File: src/rtl/sparkplug_session_sequence_check_macros.svh
// ----------------------------------------------------------------------------
// Sparkplug session sequence check - assertion macros
// Clocked on clk, disabled while arst_n is low.
// ----------------------------------------------------------------------------
`ifndef SPARKPLUG_SESSION_SEQUENCE_CHECK_MACROS_SVH
`define SPARKPLUG_SESSION_SEQUENCE_CHECK_MACROS_SVH

// same-cycle implication
`define SPSC_ASSERT_IMPL(label, ante, cons, msg) \
	label: assert property (@(posedge clk) disable iff (!arst_n) (ante) |-> (cons)) else $error(msg);

// next-cycle implication
`define SPSC_ASSERT_NEXT(label, ante, cons, msg) \
	label: assert property (@(posedge clk) disable iff (!arst_n) (ante) |=> (cons)) else $error(msg);

`endif

File: src/rtl/spsc_pkg.sv
// ----------------------------------------------------------------------------
// spsc_pkg
// Types and constants shared by the Sparkplug session sequence checker.
// ----------------------------------------------------------------------------
package spsc_pkg;

	localparam int NODE_IDX_W       = 4;
	localparam int DEV_IDX_W        = 3;
	localparam int SEQ_W            = 8;
	localparam int NODE_COUNT_DEF   = 16;
	localparam int DEV_PER_NODE_DEF = 8;

	typedef enum logic [3:0] {
		CMD_NBIRTH = 4'd0,
		CMD_NDEATH = 4'd1,
		CMD_NDATA  = 4'd2,
		CMD_DBIRTH = 4'd3,
		CMD_DDATA  = 4'd4,
		CMD_DDEATH = 4'd5,
		CMD_NCMD   = 4'd6,
		CMD_DCMD   = 4'd7,
		CMD_STATE  = 4'd8
	} command_t;

	typedef enum logic [2:0] {
		ST_OK             = 3'd0,
		ST_SEQ_GAP        = 3'd1,
		ST_BDSEQ_MISMATCH = 3'd2,
		ST_DEV_BIRTH_SEQ  = 3'd3,
		ST_NODE_BIRTH_SEQ = 3'd4,
		ST_MISSING_BDSEQ  = 3'd5,
		ST_NO_NODE_BIRTH  = 3'd6,
		ST_NO_DEV_BIRTH   = 3'd7
	} status_t;

	typedef struct packed {
		logic [3:0]            command;
		logic [NODE_IDX_W-1:0] node_index;
		logic [DEV_IDX_W-1:0]  device_index;
		logic                  has_seq;
		logic [SEQ_W-1:0]      seq_number;
		logic                  bdseq_present;
		logic [SEQ_W-1:0]      bdseq_value;
	} msg_word_t;

	typedef struct packed {
		logic             accepted;
		status_t          status;
		logic [SEQ_W-1:0] seq_expect;
	} res_word_t;

	// controller -> datapath
	typedef struct packed {
		logic load;    // word accepted: capture header, read tables
		logic commit;  // evaluate, write back, load result register
	} ctl_cmd_t;

endpackage

File: src/rtl/spsc_ctrl.sv
// ----------------------------------------------------------------------------
// spsc_ctrl
// Sequencer: accept one word, evaluate it, hand the result to the output
// register once that register is free.
// ----------------------------------------------------------------------------
module spsc_ctrl (
	input  logic                clk,
	input  logic                arst_n,
	input  logic                msg_valid,
	output logic                msg_ready,
	output logic                res_valid,
	input  logic                res_ready,
	output spsc_pkg::ctl_cmd_t  ctl
);
	import spsc_pkg::*;

	typedef enum logic {
		S_IDLE,
		S_EXEC
	} state_t;

	state_t state_q;
	logic   res_valid_q;

	assign msg_ready  = (state_q == S_IDLE);
	assign res_valid  = res_valid_q;
	assign ctl.load   = msg_valid && (state_q == S_IDLE);
	assign ctl.commit = (state_q == S_EXEC) && (!res_valid_q || res_ready);

	always_ff @(posedge clk or negedge arst_n) begin
		if (!arst_n) begin
			state_q     <= S_IDLE;
			res_valid_q <= 1'b0;
		end else begin
			unique case (state_q)
				S_IDLE: begin
					if (ctl.load) state_q <= S_EXEC;
				end
				S_EXEC: begin
					if (ctl.commit) state_q <= S_IDLE;
				end
				default: state_q <= S_IDLE;
			endcase
			if (ctl.commit)
				res_valid_q <= 1'b1;
			else if (res_ready)
				res_valid_q <= 1'b0;
		end
	end

endmodule

File: src/rtl/spsc_dpath.sv
// ----------------------------------------------------------------------------
// spsc_dpath
// Header register, node and device session tables, rule evaluation and the
// result register.
// ----------------------------------------------------------------------------
module spsc_dpath #(
	parameter int NODE_COUNT       = spsc_pkg::NODE_COUNT_DEF,
	parameter int DEVICES_PER_NODE = spsc_pkg::DEV_PER_NODE_DEF
) (
	input  logic                clk,
	input  logic                arst_n,
	input  logic                cfg_valid,
	input  logic                cfg_data,
	input  spsc_pkg::ctl_cmd_t  ctl,
	input  spsc_pkg::msg_word_t msg,
	output spsc_pkg::res_word_t res
);
	import spsc_pkg::*;

	// only indices the header fields can reach need storage
	localparam int NODE_SLOTS = (NODE_COUNT < 2**NODE_IDX_W) ? NODE_COUNT : 2**NODE_IDX_W;
	localparam int DEV_SLOTS  = (DEVICES_PER_NODE < 2**DEV_IDX_W) ?
	                            DEVICES_PER_NODE : 2**DEV_IDX_W;
	localparam int DEV_TOTAL  = NODE_SLOTS * DEV_SLOTS;
	localparam int NODE_AW    = (NODE_SLOTS > 1) ? $clog2(NODE_SLOTS) : 1;
	localparam int DEV_AW     = (DEV_TOTAL > 1) ? $clog2(DEV_TOTAL) : 1;

	logic                 check_en_q;
	msg_word_t            msg_q;
	logic                 node_in_q, dev_in_q;
	logic [NODE_AW-1:0]   node_addr, node_addr_q;
	logic [DEV_AW-1:0]    dev_addr, dev_addr_q;
	logic [31:0]          dev_lin;

	logic [NODE_SLOTS-1:0] node_birth_q;
	logic [DEV_TOTAL-1:0]  dev_birth_q;
	logic [SEQ_W-1:0]      node_bdseq_mem [NODE_SLOTS];
	logic [SEQ_W-1:0]      node_last_mem  [NODE_SLOTS];
	logic [SEQ_W-1:0]      dev_last_mem   [DEV_TOTAL];
	logic [SEQ_W-1:0]      node_bdseq_rd_q, node_last_rd_q, dev_last_rd_q;

	res_word_t        res_q;
	res_word_t        res_d;
	logic             active, dev_msg, node_born, dev_born;
	logic [SEQ_W-1:0] bd, node_next, dev_next;
	logic             wr_nbirth, wr_nlast, wr_dbirth, wr_dlast;

	assign res = res_q;

	assign node_addr = msg.node_index[NODE_AW-1:0];
	assign dev_lin   = 32'(msg.node_index) * 32'(DEV_SLOTS) + 32'(msg.device_index);
	assign dev_addr  = dev_lin[DEV_AW-1:0];

	// check enable
	always_ff @(posedge clk or negedge arst_n) begin
		if (!arst_n) check_en_q <= 1'b1;
		else if (cfg_valid) check_en_q <= cfg_data;
	end

	// header capture and table reads
	always_ff @(posedge clk) begin
		if (ctl.load) begin
			msg_q           <= msg;
			node_in_q       <= 32'(msg.node_index) < NODE_COUNT;
			dev_in_q        <= 32'(msg.device_index) < DEVICES_PER_NODE;
			node_addr_q     <= node_addr;
			dev_addr_q      <= dev_addr;
			node_bdseq_rd_q <= node_bdseq_mem[node_addr];
			node_last_rd_q  <= node_last_mem[node_addr];
			dev_last_rd_q   <= dev_last_mem[dev_addr];
		end
	end

	// rule evaluation
	assign dev_msg   = (msg_q.command == CMD_DBIRTH) || (msg_q.command == CMD_DDATA) ||
	                   (msg_q.command == CMD_DDEATH);
	assign active    = check_en_q && node_in_q && !(dev_msg && !dev_in_q) &&
	                   (msg_q.command <= CMD_DDEATH);
	assign node_born = node_birth_q[node_addr_q];
	assign dev_born  = dev_birth_q[dev_addr_q];
	assign bd        = msg_q.bdseq_present ? msg_q.bdseq_value : '0;
	assign node_next = node_last_rd_q + SEQ_W'(1);
	assign dev_next  = dev_last_rd_q + SEQ_W'(1);

	always_comb begin
		res_d.accepted   = 1'b1;
		res_d.status     = ST_OK;
		res_d.seq_expect = '0;
		wr_nbirth        = 1'b0;
		wr_nlast         = 1'b0;
		wr_dbirth        = 1'b0;
		wr_dlast         = 1'b0;
		if (active) begin
			case (command_t'(msg_q.command))
				CMD_NBIRTH: begin
					if (msg_q.has_seq && msg_q.seq_number != '0) begin
						res_d.accepted = 1'b0;
						res_d.status   = ST_NODE_BIRTH_SEQ;
					end else if (!msg_q.bdseq_present) begin
						res_d.accepted = 1'b0;
						res_d.status   = ST_MISSING_BDSEQ;
					end else begin
						wr_nbirth = 1'b1;
					end
				end
				CMD_NDEATH: begin
					if (node_born && bd != node_bdseq_rd_q) res_d.status = ST_BDSEQ_MISMATCH;
				end
				CMD_NDATA: begin
					if (!node_born) begin
						res_d.accepted = 1'b0;
						res_d.status   = ST_NO_NODE_BIRTH;
					end else begin
						res_d.seq_expect = node_next;
						if (msg_q.has_seq) begin
							wr_nlast = 1'b1;
							if (msg_q.seq_number != node_next) res_d.status = ST_SEQ_GAP;
						end
					end
				end
				CMD_DBIRTH: begin
					if (!node_born) begin
						res_d.accepted = 1'b0;
						res_d.status   = ST_NO_NODE_BIRTH;
					end else begin
						wr_dbirth = 1'b1;
						if (msg_q.has_seq && msg_q.seq_number != '0)
							res_d.status = ST_DEV_BIRTH_SEQ;
					end
				end
				CMD_DDATA: begin
					if (!node_born) begin
						res_d.accepted = 1'b0;
						res_d.status   = ST_NO_NODE_BIRTH;
					end else if (!dev_born) begin
						res_d.accepted = 1'b0;
						res_d.status   = ST_NO_DEV_BIRTH;
					end else begin
						res_d.seq_expect = dev_next;
						if (msg_q.has_seq) begin
							wr_dlast = 1'b1;
							if (msg_q.seq_number != dev_next) res_d.status = ST_SEQ_GAP;
						end
					end
				end
				default: ; // device death, commands, STATE: nothing to record
			endcase
		end
	end

	// birth flags, cleared by reset
	always_ff @(posedge clk or negedge arst_n) begin
		if (!arst_n) begin
			node_birth_q <= '0;
			dev_birth_q  <= '0;
		end else if (ctl.commit) begin
			if (wr_nbirth) node_birth_q[node_addr_q] <= 1'b1;
			if (wr_dbirth) dev_birth_q[dev_addr_q]   <= 1'b1;
		end
	end

	// table write-back
	always_ff @(posedge clk) begin
		if (ctl.commit) begin
			if (wr_nbirth) node_bdseq_mem[node_addr_q] <= bd;
			if (wr_nbirth) node_last_mem[node_addr_q]  <= '0;
			else if (wr_nlast) node_last_mem[node_addr_q] <= msg_q.seq_number;
			if (wr_dbirth) dev_last_mem[dev_addr_q] <= '0;
			else if (wr_dlast) dev_last_mem[dev_addr_q] <= msg_q.seq_number;
		end
	end

	// result register
	always_ff @(posedge clk) begin
		if (ctl.commit) res_q <= res_d;
	end

endmodule

File: src/rtl/sparkplug_session_sequence_check.sv
// ----------------------------------------------------------------------------
// sparkplug_session_sequence_check
// Sparkplug B session and sequence checker for pre-parsed message headers.
// ----------------------------------------------------------------------------
// Each word on msg is one parsed message header (type, node, device, sequence
// and bdSeq with presence flags); each word on res is its verdict: accepted
// flag, status code and the expected sequence for node/device data. When a
// word is taken, the header is registered and the node and device sequence
// tables are read; the rules are then evaluated and the tables written
// back. The evaluate step waits while the result register still holds an
// untaken word, so a slow consumer holds off the next message. cfg_data
// writes check_enable (reset 1); with checking off every message passes with
// status 0 and the session state is left alone. Write it only while no
// message is in flight. Birth flags are cleared by reset; sequence and bdSeq
// tables need no clearing, as they are used only after a birth wrote them.
// ----------------------------------------------------------------------------
module sparkplug_session_sequence_check #(
	parameter int NODE_COUNT       = spsc_pkg::NODE_COUNT_DEF,
	parameter int DEVICES_PER_NODE = spsc_pkg::DEV_PER_NODE_DEF
) (
	input  logic                clk,
	input  logic                arst_n,
	// message header words
	input  logic                msg_valid,
	output logic                msg_ready,
	input  spsc_pkg::msg_word_t msg,
	// verdict words
	output logic                res_valid,
	input  logic                res_ready,
	output spsc_pkg::res_word_t res,
	// check_enable write
	input  logic                cfg_valid,
	output logic                cfg_ready,
	input  logic                cfg_data
);
	import spsc_pkg::*;

	`include "sparkplug_session_sequence_check_macros.svh"

	ctl_cmd_t ctl;

	// register writes always land at once
	assign cfg_ready = 1'b1;

	spsc_ctrl u_ctrl (
		.clk       (clk),
		.arst_n    (arst_n),
		.msg_valid (msg_valid),
		.msg_ready (msg_ready),
		.res_valid (res_valid),
		.res_ready (res_ready),
		.ctl       (ctl)
	);

	spsc_dpath #(
		.NODE_COUNT       (NODE_COUNT),
		.DEVICES_PER_NODE (DEVICES_PER_NODE)
	) u_dpath (
		.clk       (clk),
		.arst_n    (arst_n),
		.cfg_valid (cfg_valid),
		.cfg_data  (cfg_data),
		.ctl       (ctl),
		.msg       (msg),
		.res       (res)
	);

	// one message in the evaluator at a time
	`SPSC_ASSERT_NEXT(a_one_in_flight, msg_valid && msg_ready, !msg_ready, "second word taken while busy")
	// a committed verdict is presented next cycle
	`SPSC_ASSERT_NEXT(a_commit_shows, ctl.commit, res_valid, "committed verdict not presented")
	// rejections carry only the hard-error codes
	`SPSC_ASSERT_IMPL(a_reject_code, res_valid && !res.accepted, res.status == ST_NODE_BIRTH_SEQ || res.status == ST_MISSING_BDSEQ || res.status == ST_NO_NODE_BIRTH || res.status == ST_NO_DEV_BIRTH, "reject with warning code")
	// an expected sequence only comes with accepted data
	`SPSC_ASSERT_IMPL(a_expect_data, res_valid && res.seq_expect != '0, res.accepted && (res.status == ST_OK || res.status == ST_SEQ_GAP), "seq_expect on non-data verdict")

endmodule
File: config.mk
export PLATFORM = sky130hd
export DESIGN_NAME = sparkplug_session_sequence_check
export DESIGN_NICKNAME = d
export VERILOG_FILES = /design/src/rtl/spsc_pkg.sv /design/src/rtl/spsc_ctrl.sv /design/src/rtl/spsc_dpath.sv /design/src/rtl/sparkplug_session_sequence_check.sv
export VERILOG_INCLUDE_DIRS = /design/src /design/src/rtl
export SDC_FILE = /design/constraint.sdc
export NUM_CORES = 1
export LEC_CHECK = 0
export BUFFER_PORTS_ARGS = -buffer_cell sky130_fd_sc_hd__buf_2
export CORE_ASPECT_RATIO = 0.75
export CORE_MARGIN = 1
export CORE_UTILIZATION = 50
export DETAILED_ROUTE_END_ITERATION = 8
export GPL_ROUTABILITY_DRIVEN = 1
export PLACE_DENSITY_LB_ADDON = 0.05
export SYNTH_ARGS = -nofsm -noshare
export SYNTH_HDL_FRONTEND = slang
export SYNTH_SLANG_ARGS = --single-unit
File: constraint.sdc
create_clock -name clk -period 4.38 [get_ports clk]
set_input_delay 0.219 -clock clk [delete_from_list [all_inputs] [get_ports clk]]
set_output_delay 0.219 -clock clk [all_outputs]
set_load 0.02 [all_outputs]
==> impl_metrics.xml <==
<?xml version="1.0" encoding="UTF-8"?>
<metrics>
  <group name="floorplan">
    <metric name="core.rowCount" unit="">108</metric>
    <metric name="die_y" unit="um">299</metric>
    <metric name="fp.dieW" unit="um">398</metric>
    <metric name="top_level_ports" unit="">50</metric>
    <metric name="dieArea" unit="um^2">119000</metric>
    <metric name="design.core.area" unit="um^2">116000</metric>
    <metric name="initial_core_util" unit="%">50.5</metric>
  </group>
  <group name="detailed_routing">
    <metric name="route.detailed.drc" unit="">0</metric>
    <metric name="route.detailed.vias_per_inst" unit="">6.24</metric>
    <metric name="drt.antenna.violating_nets" unit="">0</metric>
    <metric name="detail_route.first_pass.iterations" unit="">7</metric>
    <metric name="totalWireLength" unit="mm">147</metric>
    <metric name="vias" unit="">28624</metric>
    <metric name="drt_iter0_markers" unit="">2917</metric>
    <metric name="route.detailed.wl_per_inst" unit="um">32.1</metric>
  </group>
  <group name="status">
    <metric name="run_status" unit="">completed</metric>
  </group>
  <group name="worst_setup_path">
    <metric name="reg2reg_setup_slack" unit="ns">0.26</metric>
    <metric name="endpoint_kind" unit="">register</metric>
    <metric name="critical_path.reg2reg.startpoint" unit="">u_dpath.dev_addr_q[3]$_DFFE_PP_</metric>
    <metric name="cp.required" unit="ns">4.75</metric>
    <metric name="crit_path_cell_trace" unit="">mux4_2 &gt; mux4_2 &gt; and3_1 &gt; a21oi_4 &gt; a21oi_4 &gt; buf_12 &gt; buf_12 &gt; nor3_1</metric>
    <metric name="worstRegToRegCells" unit="">8</metric>
    <metric name="cp_max_fo" unit="">27</metric>
    <metric name="crit_cells" unit="">8</metric>
    <metric name="slowest_stage" unit="">sky130_fd_sc_hd__nor3_1</metric>
    <metric name="crit_arrival" unit="ns">4.49</metric>
    <metric name="crit_family" unit="">simple AND/OR/NAND/NOR gates</metric>
    <metric name="r2r_end" unit="">u_dpath.dev_last_mem[126][3]$_DFFE_PP_</metric>
    <metric name="start_kind" unit="">register</metric>
    <metric name="timing.setup.critical_path_class" unit="">reg2reg</metric>
    <metric name="critical-path-max-stage-delay" unit="ns">1.06</metric>
    <metric name="critPathBufInv" unit="">2</metric>
  </group>
  <group name="sta">
    <metric name="worst_pin_slew" unit="ns">1.33</metric>
    <metric name="fin_tns_setup" unit="ns">0</metric>
    <metric name="final-hold-violation-count" unit="">0</metric>
    <metric name="report.final.setup_viol" unit="">0</metric>
    <metric name="finalMaxSlewViolations" unit="">0</metric>
    <metric name="final.hold.worst_slack" unit="ns">0.0796</metric>
    <metric name="max_transition_margin" unit="%">10.4</metric>
    <metric name="post-route-period-util" unit="%">94.0</metric>
    <metric name="finalWorstPathRequiredPeriod" unit="ns">4.12</metric>
    <metric name="skew" unit="ns">0.0291</metric>
    <metric name="grt_setup_unrepaired" unit="">false</metric>
    <metric name="max_clock_freq" unit="MHz">243</metric>
  </group>
  <group name="clock_tree">
    <metric name="cts-buffers-inserted" unit="">148</metric>
    <metric name="post_cts.resized_instances" unit="">0</metric>
    <metric name="clock_tree_from_tritoncts" unit="">built</metric>
    <metric name="root_buffer" unit="">sky130_fd_sc_hd__clkbuf_16</metric>
    <metric name="cts_setup_buffers" unit="">0</metric>
    <metric name="clk-insertion-delay-late" unit="ns">0.77</metric>
    <metric name="cts-htree-levels" unit="">4</metric>
    <metric name="clock_tree.buffer_depth" unit="">3</metric>
    <metric name="clock_tree_sinks" unit="">1492</metric>
    <metric name="worst_setup_hold_path_clk_slew" unit="ns">0.06</metric>
  </group>
  <group name="logic_synthesis">
    <metric name="synthesis.area" unit="um^2">58700</metric>
    <metric name="synth_warnings" unit="">0</metric>
    <metric name="post_synth_inst_count" unit="">2723</metric>
    <metric name="postSynthRegisterBits" unit="">1492</metric>
    <metric name="synth_cell_type_count" unit="">50</metric>
    <metric name="synth.avg_cell_area" unit="um^2">21.5</metric>
    <metric name="synthesis.nets" unit="">2760</metric>
    <metric name="yosysSeqAreaShare" unit="%">75.1</metric>
  </group>
  <group name="placement">
    <metric name="gpl.final_weighted_congestion" unit="">0.872</metric>
    <metric name="placement.io_buffers" unit="">48</metric>
    <metric name="dp_hpwl" unit="mm">93.1</metric>
  </group>
  <group name="global_routing">
    <metric name="vias_in_the_first_global_route" unit="">28978</metric>
    <metric name="total_grt_overflow" unit="">0</metric>
    <metric name="grt_max_degree" unit="">101</metric>
    <metric name="grt_first_pass_wirelength" unit="mm">213</metric>
    <metric name="grt.total_usage" unit="%">25.4</metric>
    <metric name="initial_antenna_violation_count" unit="">6</metric>
  </group>
  <group name="layout">
    <metric name="syn_to_final_growth" unit="%">13.6</metric>
    <metric name="final_layout_size_suffix_gt1_share" unit="%">29.8</metric>
    <metric name="num-nets-final" unit="">2961</metric>
  </group>
  <group name="min_path">
    <metric name="holdCritStartpoint" unit="">msg_valid</metric>
    <metric name="min_delay_worst_endpoint" unit="">u_dpath.dev_addr_q[0]$_DFFE_PP_</metric>
    <metric name="min-delay-path-class" unit="">in2reg</metric>
    <metric name="timing.hold.worst_path_depth" unit="">2</metric>
  </group>
  <group name="run">
    <metric name="timing.max_cap.violations" unit="">0</metric>
  </group>
  <group name="pwr">
    <metric name="total_leakage_power" unit="nW">19.2</metric>
    <metric name="ir_drop" unit="mV">0.375</metric>
    <metric name="power_density" unit="nW/um^2">432</metric>
  </group>
</metrics>
-- layout make-up --
cell class	instances	area [um^2]
Clock buffer	196	4180
Clock inverter	73	551
Multi-Input combinational cell	1046	13800
Fill cell	8330	49400
Antenna cell	2	5.00
Timing Repair Buffer	230	2100
Inverter	6	22.5
Sequential cell	1492	44100
Tap cell	1540	1930
-- power by group --
| part | internal [mW] | switching (mW) |
|---|---|---|
| registers | 15.4 | 0.0583 |
| clock network | 7.13 | 5.29 |
| logic | 0.334 | 0.595 |
| total | 22.9 | 5.95 |
-- synthesized netlist by cell type (all sizes together) --
master / n / area [um^2]
xor2: 14 / 123
or2: 18 / 113
nand2: 28 / 113
and3: 14 / 87.6
xnor2: 23 / 201
a21oi: 5 / 40.0
mux4: 421 / 9480
o22ai: 39 / 244
mux2i: 65 / 651
nand2b: 8 / 50.1
and3b: 1 / 8.76
a211oi: 1 / 7.51
and2: 20 / 125
nor4b: 2 / 23.8
a31oi: 1 / 6.26
edfxtp: 1345 / 40400
ha: 2 / 25.0
clkbuf: 91 / 342
o21bai: 128 / 998
a31o: 1 / 8.76
nor3: 130 / 746
buf: 88 / 488
conb: 1 / 3.75
nor2b: 10 / 65.1
a2111oi: 1 / 8.76
or4: 1 / 7.51
a32oi: 2 / 17.5
dfstp: 1 / 26.3
nand4: 4 / 25.0
o41a: 2 / 22.5
o21ai: 19 / 95.1
dfrtp: 146 / 3650
inv: 6 / 22.5
mux2: 9 / 101
a41oi: 4 / 35.0
nor4: 4 / 25.0
or3: 1 / 6.26
nand3: 22 / 115
nor2: 45 / 169
-- layout by cell type, fill, tap and decap left out, types with 7 or more instances in the layout --
master and instances:
sky130_fd_sc_hd__edfxtp_1 1345, sky130_fd_sc_hd__mux4_2 421, sky130_fd_sc_hd__clkbuf_16 161, sky130_fd_sc_hd__dfrtp_1 146
sky130_fd_sc_hd__buf_4 125, sky130_fd_sc_hd__o21bai_1 118, sky130_fd_sc_hd__nor3_1 110, sky130_fd_sc_hd__mux2i_1 65
sky130_fd_sc_hd__nor2_1 45, sky130_fd_sc_hd__buf_2 42, sky130_fd_sc_hd__o22ai_1 39, sky130_fd_sc_hd__clkbuf_1 33
sky130_fd_sc_hd__buf_12 31, sky130_fd_sc_hd__clkinv_1 28, sky130_fd_sc_hd__dlygate4sd3_1 27, sky130_fd_sc_hd__nand2_1 25
sky130_fd_sc_hd__clkinv_2 24, sky130_fd_sc_hd__xnor2_1 23, sky130_fd_sc_hd__nand3_1 21, sky130_fd_sc_hd__and2_1 20
sky130_fd_sc_hd__nor3_2 20, sky130_fd_sc_hd__o21ai_0 19, sky130_fd_sc_hd__or2_2 18, sky130_fd_sc_hd__xor2_1 14
sky130_fd_sc_hd__o21bai_2 10, sky130_fd_sc_hd__mux2_2 9, sky130_fd_sc_hd__nand2b_1 8, sky130_fd_sc_hd__nor2b_1 8
sky130_fd_sc_hd__and3_4 8, sky130_fd_sc_hd__bufinv_16 7
-- state kept, by name, summed over array words and instances (netlist names), 12 cells and up --
register and cells:
u_dpath.dev_last_mem 1024, u_dpath.dev_birth_q 128, u_dpath.node_bdseq_mem 128, u_dpath.node_last_mem 128
u_dpath.msg_q 22, u_dpath.node_birth_q 16, u_dpath.res 12
-- how the worst max path moves through the flow --
stage                                          from                                      to
CTS                 u_dpath.dev_addr_q[3]$_DFFE_PP_  u_dpath.dev_last_mem[126][3]$_DFFE_PP_
global route        u_dpath.dev_addr_q[3]$_DFFE_PP_  u_dpath.dev_last_mem[126][3]$_DFFE_PP_
finish              u_dpath.dev_addr_q[3]$_DFFE_PP_  u_dpath.dev_last_mem[126][3]$_DFFE_PP_
global placement    u_dpath.dev_addr_q[3]$_DFFE_PP_  u_dpath.dev_last_mem[126][6]$_DFFE_PP_
detailed placement  u_dpath.dev_addr_q[3]$_DFFE_PP_  u_dpath.dev_last_mem[126][7]$_DFFE_PP_
floorplan           u_dpath.dev_addr_q[3]$_DFFE_PP_    u_dpath.dev_last_mem[0][1]$_DFFE_PP_
-- cells by family (layout without fill, tap and decap cells) --
| kind of cell | count (synthesis) | after routing | share of synthesized area, % |
|---|---|---|---|
| DFF | 1492 | 1492 | 75.1 |
| muxes | 495 | 495 | 17.4 |
| and+or+nand+nor | 308 | 308 | 2.86 |
| AOI/OAI and AO/OA | 203 | 203 | 2.53 |
| buffers and inverters | 185 | 505 | 1.45 |
| xor gates and xnor gates | 37 | 37 | 0.552 |
| adders and majority gates | 2 | 2 | 0.0426 |
| other | 1 | 3 | 0.00639 |
-- per-stage QoR --
step,util (%),power (mW),instance area [um^2],cells,setup slack [ns]
global placement,53.1,16.7,61600,4286,0.410
global route,57.4,29.6,66700,4583,0.0830
detailed placement,53.1,16.7,61600,4286,0.217
floorplan,-,16.3,58700,2723,0.0979
finish,57.4,28.8,66700,4585,0.264
CTS,57.4,29.0,66600,4582,0.210
-- metal layers --
| layer | wire length [um] | global-route usage [%] | share of wire [%] |
|---|---|---|---|
| met1 | 66900 | 39.7 | 45 |
| met2 | 62500 | 34.6 | 42 |
| met3 | 14400 | 7.73 | 9.8 |
| met4 | 3240 | 7.20 | 2.2 |
| met5 | 13 | 0 | 0.0088 |
-- worst register-to-register path: stages (launching register included) --
cell and delay [ns]:
sky130_fd_sc_hd__edfxtp_1 0.55, sky130_fd_sc_hd__mux4_2 0.57, sky130_fd_sc_hd__mux4_2 0.58, sky130_fd_sc_hd__and3_1 0.25
sky130_fd_sc_hd__a21oi_4 0.20, sky130_fd_sc_hd__a21oi_4 0.11, sky130_fd_sc_hd__buf_12 0.19, sky130_fd_sc_hd__buf_12 0.20
sky130_fd_sc_hd__nor3_1 1.07
-- timing repair --
| action | in CTS | in global routing |
|---|---|---|
| endpoints found under the hold margin | 124 | 0 |
| hold buffers | 27 | 0 |
| endpoints found under the setup margin | 0 | 0 |
Note: power is estimated with default switching activity, not from simulation.
